==> config.mk <==
export PLATFORM = sky130hd
export DESIGN_NAME = stable_priority_queue
export DESIGN_NICKNAME = d
export VERILOG_FILES = /design/src/spq_pkg.sv /design/src/stable_priority_queue.sv /design/src/spq_ram.sv /design/src/spq_ctrl.sv
export SDC_FILE = /design/constraint.sdc
export NUM_CORES = 1
export LEC_CHECK = 0
export ABC_CLOCK_PERIOD_IN_PS = 8700
export BUFFER_PORTS_ARGS = -buffer_cell sky130_fd_sc_hd__buf_2
export CELL_PAD_IN_SITES_DETAIL_PLACEMENT = 1
export CELL_PAD_IN_SITES_GLOBAL_PLACEMENT = 1
export CORE_AREA = 2 2 218 220
export CTS_CLUSTER_DIAMETER = 60
export DETAILED_ROUTE_END_ITERATION = 16
export DIE_AREA = 0 0 220 222
export GPL_ROUTABILITY_DRIVEN = 0
export PLACE_DENSITY = 0.55
export SYNTH_ARGS = -nofsm -noshare
export SYNTH_HDL_FRONTEND = slang
export SYNTH_SLANG_ARGS = --single-unit
==> constraint.sdc <==
create_clock -name clk_i -period 8.7 [get_ports clk_i]
set_clock_uncertainty 0.2 [all_clocks]
set_input_delay 1.74 -clock clk_i [delete_from_list [all_inputs] [get_ports clk_i]]
set_output_delay 1.74 -clock clk_i [all_outputs]
set_load 0.01 [all_outputs]
==> src/spq_pkg.sv <==
// Package for the stable priority queue: field widths, command codes,
// entry and beat types. No dependencies.
`default_nettype none

package spq_pkg;

  localparam int ID_BITS      = 8;
  localparam int PRIO_BITS    = 3;
  localparam int COUNT_BITS   = 5;
  localparam int DEF_CAPACITY = 16;

  localparam logic [1:0] KIND_PUSH_ORD  = 2'd0;
  localparam logic [1:0] KIND_PUSH_HEAD = 2'd1;
  localparam logic [1:0] KIND_POP       = 2'd2;

  typedef struct packed {
    logic [1:0]           kind;
    logic [ID_BITS-1:0]   thread_id;
    logic [PRIO_BITS-1:0] prio;
  } spq_cmd_t;

  typedef struct packed {
    logic                  head_valid;
    logic [ID_BITS-1:0]    head_thread;
    logic [PRIO_BITS-1:0]  head_prio;
    logic [ID_BITS-1:0]    popped_thread;
    logic [COUNT_BITS-1:0] entry_count;
    logic                  overflow;
    logic                  underflow;
  } spq_result_t;

  typedef struct packed {
    logic [ID_BITS-1:0]   thread;
    logic [PRIO_BITS-1:0] prio;
  } spq_entry_t;

  typedef struct packed {
    logic        done;
    spq_result_t res;
  } spq_evt_t;

endpackage

`default_nettype wire

==> src/stable_priority_queue.sv <==
// Top level of the stable priority queue: sequencer, entry RAM, result register.
// Depends on spq_pkg, spq_ram, spq_ctrl.
//
//   channel   ports                      beat
//   command   start, busy, cmd_i         start & !busy
//   result    done_o, res_o              done_o (one cycle, no stall)
//
// Result appears the cycle after the last work cycle. Nop, rejected push or
// pop and head push finish in S_IDLE; pop finishes there too when it empties
// the queue, else in S_POP_WAIT (head reload from RAM). Ordered push does a
// read-then-write scan (S_SCAN_RD, S_SCAN_WR) over the single-read-port RAM.
// Reset empties the queue at once; the RAM is not cleared.
`default_nettype none

module stable_priority_queue import spq_pkg::*; #(
  parameter int CAPACITY = DEF_CAPACITY
) (
  input  wire logic     clk_i,
  input  wire logic     rst_ni,
  input  wire logic     start,
  output      logic     busy,
  input  wire spq_cmd_t cmd_i,
  output      logic     done_o,
  output spq_result_t   res_o
);

  localparam int AW = $clog2(CAPACITY);

  spq_evt_t    evt;
  logic        ram_we;
  logic [AW-1:0] ram_waddr;
  logic [AW-1:0] ram_raddr;
  spq_entry_t  ram_wdata;
  spq_entry_t  ram_rdata;
  logic        done_q;
  spq_result_t res_q;

  spq_ctrl #(
    .CAPACITY(CAPACITY)
  ) u_ctrl (
    .clk_i       (clk_i),
    .rst_ni      (rst_ni),
    .start       (start),
    .busy        (busy),
    .cmd_i       (cmd_i),
    .evt_o       (evt),
    .ram_we_o    (ram_we),
    .ram_waddr_o (ram_waddr),
    .ram_wdata_o (ram_wdata),
    .ram_raddr_o (ram_raddr),
    .ram_rdata_i (ram_rdata)
  );

  spq_ram #(
    .WIDTH($bits(spq_entry_t)),
    .DEPTH(CAPACITY)
  ) u_ram (
    .clk_i   (clk_i),
    .we_i    (ram_we),
    .waddr_i (ram_waddr),
    .wdata_i (ram_wdata),
    .raddr_i (ram_raddr),
    .rdata_o (ram_rdata)
  );

  always_ff @(posedge clk_i or negedge rst_ni) begin
    if (!rst_ni) begin
      done_q <= 1'b0;
    end else begin
      done_q <= evt.done;
    end
  end

  always_ff @(posedge clk_i) begin
    if (evt.done) begin
      res_q <= evt.res;
    end
  end

  assign done_o = done_q;
  assign res_o  = res_q;

endmodule

`default_nettype wire

==> src/spq_ram.sv <==
// Generic simple dual-port RAM: one write port, one read port, registered read.
// No dependencies.
`default_nettype none

module spq_ram #(
  parameter int WIDTH = 8,
  parameter int DEPTH = 16
) (
  input  wire logic                     clk_i,
  input  wire logic                     we_i,
  input  wire logic [$clog2(DEPTH)-1:0] waddr_i,
  input  wire logic [WIDTH-1:0]         wdata_i,
  input  wire logic [$clog2(DEPTH)-1:0] raddr_i,
  output      logic [WIDTH-1:0]         rdata_o
);

  logic [WIDTH-1:0] mem_q [DEPTH];
  logic [WIDTH-1:0] rdata_q;

  always_ff @(posedge clk_i) begin
    if (we_i) begin
      mem_q[waddr_i] <= wdata_i;
    end
    rdata_q <= mem_q[raddr_i];
  end

  assign rdata_o = rdata_q;

endmodule

`default_nettype wire

==> src/spq_ctrl.sv <==
// Queue sequencer: circular entry store addressed through one shared modular
// address adder, head cache, scan/ripple insert loop. Uses spq_pkg.
`default_nettype none

module spq_ctrl import spq_pkg::*; #(
  parameter int CAPACITY = DEF_CAPACITY
) (
  input  wire logic                        clk_i,
  input  wire logic                        rst_ni,
  input  wire logic                        start,
  output      logic                        busy,
  input  wire spq_cmd_t                    cmd_i,
  output      spq_evt_t                    evt_o,
  output      logic                        ram_we_o,
  output      logic [$clog2(CAPACITY)-1:0] ram_waddr_o,
  output      spq_entry_t                  ram_wdata_o,
  output      logic [$clog2(CAPACITY)-1:0] ram_raddr_o,
  input  wire spq_entry_t                  ram_rdata_i
);

  localparam int AW = $clog2(CAPACITY);
  localparam int CW = $clog2(CAPACITY + 1);

  typedef enum logic [1:0] {
    S_IDLE,
    S_SCAN_RD,
    S_SCAN_WR,
    S_POP_WAIT
  } state_e;

  state_e               state_q, state_d;
  logic [AW-1:0]        head_ptr_q, head_ptr_d;
  logic [CW-1:0]        count_q, count_d;
  logic [AW-1:0]        idx_q, idx_d;
  spq_entry_t           carry_q, carry_d;
  logic                 found_q, found_d;
  logic [PRIO_BITS-1:0] pr_q, pr_d;
  spq_entry_t           head_q, head_d;
  logic [ID_BITS-1:0]   popped_q, popped_d;

  logic [AW-1:0]        off;
  logic [AW:0]          sum;
  logic [AW-1:0]        phys;
  logic                 done;
  logic                 ovf;
  logic                 unf;
  logic [ID_BITS-1:0]   popped;
  spq_entry_t           new_ent;
  logic                 full;

  // shared modular address unit: head + offset mod CAPACITY
  always_comb begin
    sum  = {1'b0, head_ptr_q} + {1'b0, off};
    phys = (sum >= (AW+1)'(CAPACITY)) ? AW'(sum - (AW+1)'(CAPACITY)) : AW'(sum);
  end

  assign new_ent.thread = cmd_i.thread_id;
  assign new_ent.prio   = cmd_i.prio;
  assign full           = (count_q == CW'(CAPACITY));
  assign busy           = (state_q != S_IDLE);

  always_comb begin
    state_d    = state_q;
    head_ptr_d = head_ptr_q;
    count_d    = count_q;
    idx_d      = idx_q;
    carry_d    = carry_q;
    found_d    = found_q;
    pr_d       = pr_q;
    head_d     = head_q;
    popped_d   = popped_q;
    off        = idx_q;
    done       = 1'b0;
    ovf        = 1'b0;
    unf        = 1'b0;
    popped     = '0;
    ram_we_o    = 1'b0;
    ram_wdata_o = carry_q;

    unique case (state_q)
      S_IDLE: begin
        if (start) begin
          case (cmd_i.kind)
            KIND_PUSH_ORD: begin
              if (full) begin
                ovf  = 1'b1;
                done = 1'b1;
              end else begin
                pr_d    = cmd_i.prio;
                carry_d = new_ent;
                found_d = 1'b0;
                idx_d   = '0;
                state_d = S_SCAN_RD;
              end
            end
            KIND_PUSH_HEAD: begin
              if (full) begin
                ovf  = 1'b1;
                done = 1'b1;
              end else begin
                off         = AW'(CAPACITY - 1);
                head_ptr_d  = phys;
                ram_we_o    = 1'b1;
                ram_wdata_o = new_ent;
                head_d      = new_ent;
                count_d     = count_q + CW'(1);
                done        = 1'b1;
              end
            end
            KIND_POP: begin
              if (count_q == '0) begin
                unf  = 1'b1;
                done = 1'b1;
              end else begin
                off        = AW'(1);
                head_ptr_d = phys;
                count_d    = count_q - CW'(1);
                popped_d   = head_q.thread;
                if (count_q == CW'(1)) begin
                  popped = head_q.thread;
                  done   = 1'b1;
                end else begin
                  state_d = S_POP_WAIT;
                end
              end
            end
            default: begin
              done = 1'b1;
            end
          endcase
        end
      end
      S_SCAN_RD: begin
        if (CW'(idx_q) == count_q) begin
          ram_we_o = 1'b1;
          if (idx_q == '0) begin
            head_d = carry_q;
          end
          count_d = count_q + CW'(1);
          done    = 1'b1;
          state_d = S_IDLE;
        end else begin
          state_d = S_SCAN_WR;
        end
      end
      S_SCAN_WR: begin
        if (found_q || (ram_rdata_i.prio < pr_q)) begin
          ram_we_o = 1'b1;
          if (idx_q == '0) begin
            head_d = carry_q;
          end
          carry_d = ram_rdata_i;
          found_d = 1'b1;
        end
        idx_d   = idx_q + AW'(1);
        state_d = S_SCAN_RD;
      end
      S_POP_WAIT: begin
        head_d  = ram_rdata_i;
        popped  = popped_q;
        done    = 1'b1;
        state_d = S_IDLE;
      end
      default: begin
        state_d = S_IDLE;
      end
    endcase
  end

  assign ram_waddr_o = phys;
  assign ram_raddr_o = phys;

  always_comb begin
    evt_o.done              = done;
    evt_o.res.head_valid    = (count_d != '0);
    evt_o.res.head_thread   = (count_d != '0) ? head_d.thread : '0;
    evt_o.res.head_prio     = (count_d != '0) ? head_d.prio : '0;
    evt_o.res.popped_thread = popped;
    evt_o.res.entry_count   = COUNT_BITS'(count_d);
    evt_o.res.overflow      = ovf;
    evt_o.res.underflow     = unf;
  end

  always_ff @(posedge clk_i or negedge rst_ni) begin
    if (!rst_ni) begin
      state_q    <= S_IDLE;
      head_ptr_q <= '0;
      count_q    <= '0;
      idx_q      <= '0;
      found_q    <= 1'b0;
    end else begin
      state_q    <= state_d;
      head_ptr_q <= head_ptr_d;
      count_q    <= count_d;
      idx_q      <= idx_d;
      found_q    <= found_d;
    end
  end

  always_ff @(posedge clk_i) begin
    carry_q  <= carry_d;
    pr_q     <= pr_d;
    head_q   <= head_d;
    popped_q <= popped_d;
  end

endmodule

`default_nettype wire

==> impl_metrics.env, run 1 <==
export IMPL_status="completed"
export IMPL_cts_max_level=1
export IMPL_die_h_um=222
export IMPL_cts_setup_buffers=0
export IMPL_synth_seq_cells=264
export IMPL_final_util_pct=28.8
export IMPL_wl_met2_mm=14.8
export IMPL_fin_ws_ns=3.07
export IMPL_path_clk_slew_ns=0.06
export IMPL_drtAntennaViolNets=0
export IMPL_path_max_fanout=13
export IMPL_power_density_nw_per_um2=416
export IMPL_cts_sinks=264
export IMPL_clockPowerShare_pct=22.1
export IMPL_grt_max_degree=51
export IMPL_power_total_mw=5.55
export IMPL_drv_slew=0
export IMPL_netlist_area_um2=11500
export IMPL_clock_latency_ns=0.57
export IMPL_initial_core_util_pct=24.8
export IMPL_numCtsBuffers=28
export IMPL_io_pins=45
export IMPL_top_layer_used="met4"
export IMPL_critPathLaunchType="primary input"
export IMPL_synth_cells=739
export IMPL_peakVddDrop_mv=0.236
export IMPL_crit_required_ns=8.67
export IMPL_drt_met1_wl_mm=13.1
export IMPL_crit_top_cell="ha_1"
export IMPL_place_ws_ns=2.45
export IMPL_tritoncts="yes"
export IMPL_grt_usage_pct=12.2
export IMPL_tns_ns=0
export IMPL_fp_coreArea_um2=46300
export IMPL_grt_overflow=0
export IMPL_hold_class="reg -> reg"
export IMPL_seqPwrFrac_pct=35.8
export IMPL_viasPerCell=4.67
export IMPL_setup_violations=0
export IMPL_fmax_ghz=0.178
export IMPL_cts_root_buffer="clkbuf_16"
export IMPL_drc_errors=0
export IMPL_die_w_um=220
export IMPL_drv_cap=0
export IMPL_p_switching_mw=2.06
export IMPL_layout_common_cells="225 x edfxtp_1, 70 x nand2_1, 51 x mux4_2"
export IMPL_design_die_area_um2=48800
export IMPL_antenna_cells=0
export IMPL_cts_resized_gates=0
export IMPL_combinationalPowerShare_pct=42.1
export IMPL_period_share_pct=64.7
export IMPL_slowest_delay_ns=0.95
export IMPL_p_leak_nw=4.40
export IMPL_vias=6579
export IMPL_synth_avg_cell_area_um2=15.5
export IMPL_worst_pin_slew_ns=1.16
export IMPL_worstSetupPathType="in -> reg"
export IMPL_cts_hold_buf=0
export IMPL_cp_cell_sequence="buf_2, inv_1, ha_1, and4_1, a31oi_1, o221ai_1, ha_1, a21o_1, a21oi_1, xnor2_1, xor2_1, o211ai_1, nor2_1"
export IMPL_grt_pass1_vias=6953
export IMPL_fin_crit_ns=5.63
export IMPL_yosys_warnings=0
export IMPL_rsz0062_at_grt="false"
export IMPL_drtIter0Drc=469
export IMPL_port_buffers=44
export IMPL_syn_nets=775
export IMPL_clk_path_buf_depth=3
export IMPL_switching_share_pct=37.2
export IMPL_ys_seq_area_share_pct=66.5
export IMPL_holdWs_ns=0.286
export IMPL_critPathCaptureType="flop"
export IMPL_cp_arrival_ns=5.61
export IMPL_final_common_cell="edfxtp_1"
export IMPL_final_nets=816
export IMPL_rows=79
export IMPL_synthFlopType="edfxtp_1"
export IMPL_met3_length_mm=1.32
export IMPL_n_fill_cell=4903
export IMPL_cp_slowest_cell="nor2_1"
export IMPL_drive_gt1_share_pct=22.4
export IMPL_grt_antenna_before_repair=0
export IMPL_wirelength_mm=29.8
export IMPL_p_int_mw=3.48
export IMPL_ys_types=66
export IMPL_async_flop_share_pct=6.44
export IMPL_avgRoutedWirePerCell_um=21.1
export IMPL_firstDrtPassIters=5
export IMPL_finalHoldViolations=0
export IMPL_area_delta_synth_final_pct=16.3
export IMPL_max_slew_margin_rel_pct=22.3
export IMPL_grt_first_pass_wirelength_mm=45.1
export IMPL_hpwl_mm=20.4
export IMPL_synth_edff_count=225
[critical path, delay by kind of cell]
kind	cells	cell delay, ns
XOR/XNOR	2	0.65
AND/OR/NAND/NOR	2	1.28
AO/OA/AOI/OAI	5	1.00
buffers and inverters	2	0.18
adder cells (fa/ha/maj)	2	0.75
[cells in the mapped netlist, types with 14 or more instances]
| master | n | area share (%) |
|---|---|---|
| a21oi_1 | 21 | 0.92 |
| a22oi_1 | 19 | 1.2 |
| a31oi_1 | 27 | 1.5 |
| clkbuf_1 | 29 | 0.95 |
| dfrtp_1 | 17 | 3.7 |
| dfxtp_1 | 22 | 3.8 |
| edfxtp_1 | 225 | 59 |
| ha_1 | 19 | 2.1 |
| inv_1 | 19 | 0.62 |
| mux2_2 | 14 | 1.4 |
| mux4_2 | 51 | 10 |
| nand2_1 | 70 | 2.3 |
| nand3_1 | 17 | 0.74 |
| nor2_1 | 36 | 1.2 |
| o21ai_0 | 27 | 1.2 |
[area by class of cell]
class | instances | area [um2] | area share [%]
multi-input cells | 410 | 3600 | 27.0
inverters | 19 | 71.3 | 0.535
flip-flops and latches | 264 | 7620 | 57.2
well taps | 607 | 759 | 5.70
clock buffers | 43 | 837 | 6.28
repair buffers | 57 | 318 | 2.38
clock inverters | 9 | 128 | 0.957
[power groups by stage]
stage	sequential, mW	clock (mW)	combinational, mW
3_3_place_gp	2.01	0	2.34
6_report	1.99	1.22	2.33
4_1_cts	1.99	1.25	2.38
2_1_floorplan	1.97	0	1.55
3_5_place_dp	2.01	0	2.38
5_1_grt	2.02	1.30	2.53
[kinds of logic after synthesis]
kind of cell,share of synthesized area [%]
mux,13.4
simple gates,6.38
flops,66.5
xor+xnor,0.753
buf+inv,2.36
compound gates,8.45
fa+ha+maj,2.25
[worst paths after layout]
check                                                      start                          endpoint  slack, ns  cells past startpoint
max in group asynchronous                                 rst_ni       u_ctrl.idx_q[1]$_DFFE_PN0P_       7.04                      1
worst min-delay path            u_ctrl.head_ptr_q[2]$_DFFE_PN0P_  u_ctrl.head_ptr_q[2]$_DFFE_PN0P_       0.29                      2
worst max register to register     u_ctrl.state_q[0]$_DFFE_PN0P_      u_ram.mem_q[14][7]$_DFFE_PP_       3.58                     14
worst max-delay path                                   cmd_i[12]      u_ram.mem_q[14][7]$_DFFE_PP_       3.07                     13
worst min register to register  u_ctrl.head_ptr_q[2]$_DFFE_PN0P_  u_ctrl.head_ptr_q[2]$_DFFE_PN0P_       0.29                      2
min in group asynchronous                                 rst_ni       u_ctrl.count_q[2]$_DFF_PN0_       0.93                      1
[per-layer routing]
layer,global-route usage (%),up-vias
li1,-,3015
met1,16.0,3389
met2,20.8,141
met3,2.26,34
met4,2.97,0
met5,0,-
[stage by stage]
stage	instance area (um2)	std cells
after global routing	13300	1409
after floorplan	11500	739
after detailed placement	12400	1357
final	13300	1409
after global placement	12400	1357
after CTS	13300	1409
[flip-flops by register name, summed over array words and instances (netlist names)]
signal	flops
u_ram.mem_q	176
res_o	27
u_ctrl.carry_q	11
u_ctrl.head_q	11
u_ram.rdata_o	11
u_ctrl.popped_q	8
u_ctrl.count_q	5
u_ctrl.head_ptr_q	4
u_ctrl.idx_q	4
u_ctrl.pr_q	3
u_ctrl.state_q	2
done_o	1
u_ctrl.found_q	1
Power figures use the tool's default switching activity.
==> run 2, diff against run 1 <==
- ABC_AREA: unset -> 1
- ABC_CLOCK_PERIOD_IN_PS: 8700 -> 4650
- PLACE_DENSITY: 0.55 -> 0.59
- clock period: 8.7 -> 4.65 ns (I/O delays scaled with it)
==> run 2 against run 1 <==
  * Sequential cell count unchanged
  * Combinational power up 110%
  * Synthesized area about the same
  * Highest routed layer unchanged
==> impl_metrics.env, run 2 <==
export IMPL_status="completed"
export IMPL_drv_cap=0
export IMPL_cts_sinks=264
export IMPL_path_clk_slew_ns=0.06
export IMPL_slowest_delay_ns=0.62
export IMPL_synth_avg_cell_area_um2=11.5
export IMPL_antenna_cells=0
export IMPL_numCtsBuffers=29
export IMPL_vias=7829
export IMPL_grt_overflow=0
export IMPL_largest_register="u_ram.mem_q"
export IMPL_synth_edff_count=225
export IMPL_crit_family="adder cells"
export IMPL_grt_usage_pct=12.8
export IMPL_combinationalPowerShare_pct=44.8
export IMPL_final_common_cell="nand2_1"
export IMPL_area_delta_synth_final_pct=19.7
export IMPL_cp_slowest_cell="fa_1"
export IMPL_die_w_um=220
export IMPL_synth_mux_area_share_pct=0.0982
export IMPL_netlist_area_um2=11500
export IMPL_synthFlopType="edfxtp_1"
export IMPL_crit_required_ns=4.89
export IMPL_seqPwrFrac_pct=33.2
export IMPL_synth_top_family_by_area="simple AND/OR/NAND/NOR gates"
export IMPL_grt_antenna_before_repair=0
export IMPL_ff2ff_setup_slack_ns=0.71
export IMPL_clockPowerShare_pct=22.0
export IMPL_synth_top_area_cell="edfxtp_1"
export IMPL_hpwl_mm=21.9
export IMPL_yosys_area_share_simple_pct=13.3
export IMPL_grt_pass1_vias=8100
export IMPL_synthXorXnorAreaFrac_pct=0.611
export IMPL_yosys_warnings=0
export IMPL_worst_pin_slew_ns=1.01
export IMPL_clock_latency_ns=0.57
export IMPL_io_pins=45
export IMPL_path_max_fanout=21
export IMPL_final_util_pct=29.7
export IMPL_synth_top_area_share_pct=58.9
export IMPL_design_die_area_um2=48800
export IMPL_path_buf_inv=5
export IMPL_viasPerCell=4.58
export IMPL_rsz0062_at_grt="false"
export IMPL_max_slew_margin_rel_pct=32.5
export IMPL_critPathLaunchType="primary input"
export IMPL_drv_slew=0
export IMPL_drtIter0Drc=472
export IMPL_wirelength_mm=31.4
export IMPL_p_leak_nw=5.16
export IMPL_cts_resized_gates=0
export IMPL_cts_max_level=1
export IMPL_synthTopCellsByCount="237 x nand2_1, 225 x edfxtp_1, 67 x o21ai_0"
export IMPL_synth_area_leaders="edfxtp_1 59%, nand2_1 7.8%, dfxtp_1 3.8%"
export IMPL_ys_seq_area_share_pct=66.4
export IMPL_finalHoldViolations=0
export IMPL_cp_arrival_ns=4.19
export IMPL_async_flop_share_pct=6.44
export IMPL_tritoncts="yes"
export IMPL_fmax_ghz=0.253
export IMPL_avgRoutedWirePerCell_um=18.3
export IMPL_grt_first_pass_wirelength_mm=48.5
export IMPL_p_switching_mw=4.54
export IMPL_layout_common_cells="237 x nand2_1, 225 x edfxtp_1, 60 x o21ai_0, 60 x inv_1, 60 x nor2_1"
export IMPL_hold_class="in -> async"
export IMPL_synth_compound_area_share_pct=13.1
export IMPL_crit_top_cell="nand2_1"
export IMPL_fin_crit_ns=3.95
export IMPL_cp_cell_sequence="buf_2, inv_1, ha_1, nand2_1, nor2_1, inv_2, nor3_1, o22ai_1, ha_1, fa_1, nand2_1, inv_1, buf_12, a22o_1, a221oi_1, o21ai_0, nand2_1, nand2_1"
export IMPL_critPathCaptureType="flop"
export IMPL_initial_core_util_pct=24.8
export IMPL_drive_gt1_share_pct=17.8
export IMPL_fin_ws_ns=0.701
export IMPL_port_buffers=44
export IMPL_drtAntennaViolNets=0
export IMPL_firstDrtPassIters=5
export IMPL_synthAdderAreaFrac_pct=2.25
export IMPL_setup_violations=0
export IMPL_final_nets=1116
export IMPL_place_ws_ns=0.133
export IMPL_cts_hold_buf=0
export IMPL_worstSetupPathType="in -> reg"
export IMPL_largest_reg_flops=176
export IMPL_dp_cells=1656
export IMPL_yosysMostFrequentCell="nand2_1"
export IMPL_power_total_mw=11.0
export IMPL_switching_share_pct=41.4
export IMPL_rows=79
export IMPL_cts_setup_buffers=0
export IMPL_clk_path_buf_depth=3
export IMPL_peakVddDrop_mv=0.348
export IMPL_synth_seq_cells=264
export IMPL_p_int_mw=6.43
export IMPL_cts_root_buffer="clkbuf_16"
export IMPL_die_h_um=222
export IMPL_syn_nets=1033
export IMPL_drc_errors=0
export IMPL_fp_coreArea_um2=46300
export IMPL_synth_cells=997
export IMPL_fin_cells=1710
export IMPL_grt_max_degree=29
export IMPL_ys_types=42
export IMPL_power_density_nw_per_um2=799
export IMPL_period_share_pct=84.9
export IMPL_tns_ns=0
==> run 2: layer usage <==
layer	track usage [%]	share of wire [%]	up-vias
met2	21.1	47	147
met4	2.27	1.6	0
met1	17.9	47	3924
li1	-	-	3722
met3	1.99	3.8	36
met5	0	0	-
==> run 2: cell families (layout without fill, tap and decap cells) <==
logic type / Yosys count / in the layout
AND/OR/NAND/NOR: 361 / 361
flip-flops: 264 / 264
AO/OA/AOI/OAI: 226 / 226
buffers and inverters: 117 / 223
adder cells (fa/ha/maj): 20 / 20
XOR/XNOR: 8 / 8
multiplexers: 1 / 1
==> run 2: final timing paths <==
| kind | startpoint | end | depth (start not counted) |
|---|---|---|---|
| setup / recovery | cmd_i[12] | u_ram.rdata_o[0]$_DFF_P_ | 18 |
| hold / removal | rst_ni | u_ctrl.count_q[3]$_DFF_PN0_ | 1 |
| setup reg to reg | u_ctrl.count_q[1]$_DFF_PN0_ | u_ram.rdata_o[0]$_DFF_P_ | 17 |
| hold reg to reg | u_ctrl.head_ptr_q[0]$_DFFE_PN0P_ | u_ctrl.head_ptr_q[0]$_DFFE_PN0P_ | 2 |
| max in group asynchronous | rst_ni | u_ctrl.idx_q[1]$_DFFE_PN0P_ | 1 |
| min in group clk_i | u_ctrl.head_ptr_q[0]$_DFFE_PN0P_ | u_ctrl.head_ptr_q[0]$_DFFE_PN0P_ | 2 |
==> run 2: area by class of cell <==
type                    count  area, um2
repair buffers             99        683
inverters                  70        263
flip-flops and latches    264       7620
fillers                  5163      32500
multi-input cells         616       3400
clock inverters            15        209
well taps                 607        759
clock buffers              39        793
==> run 2: stage by stage <==
stage	cell area (um2)	hold WS (ns)
after CTS	13700	0.103
after detailed placement	12700	0.281
after global routing	13700	0.125
final	13700	0.106
after floorplan	11500	0.253
after global placement	12700	0.275
==> run 2: power by group through the flow <==
stage	logic, mW	registers, mW	clock network [mW]
after floorplan	3.11	3.65	0
after global placement	4.87	3.68	0
after detailed placement	4.95	3.69	0
after CTS	4.98	3.64	2.46
after global routing	5.50	3.69	2.54
final	4.92	3.64	2.41
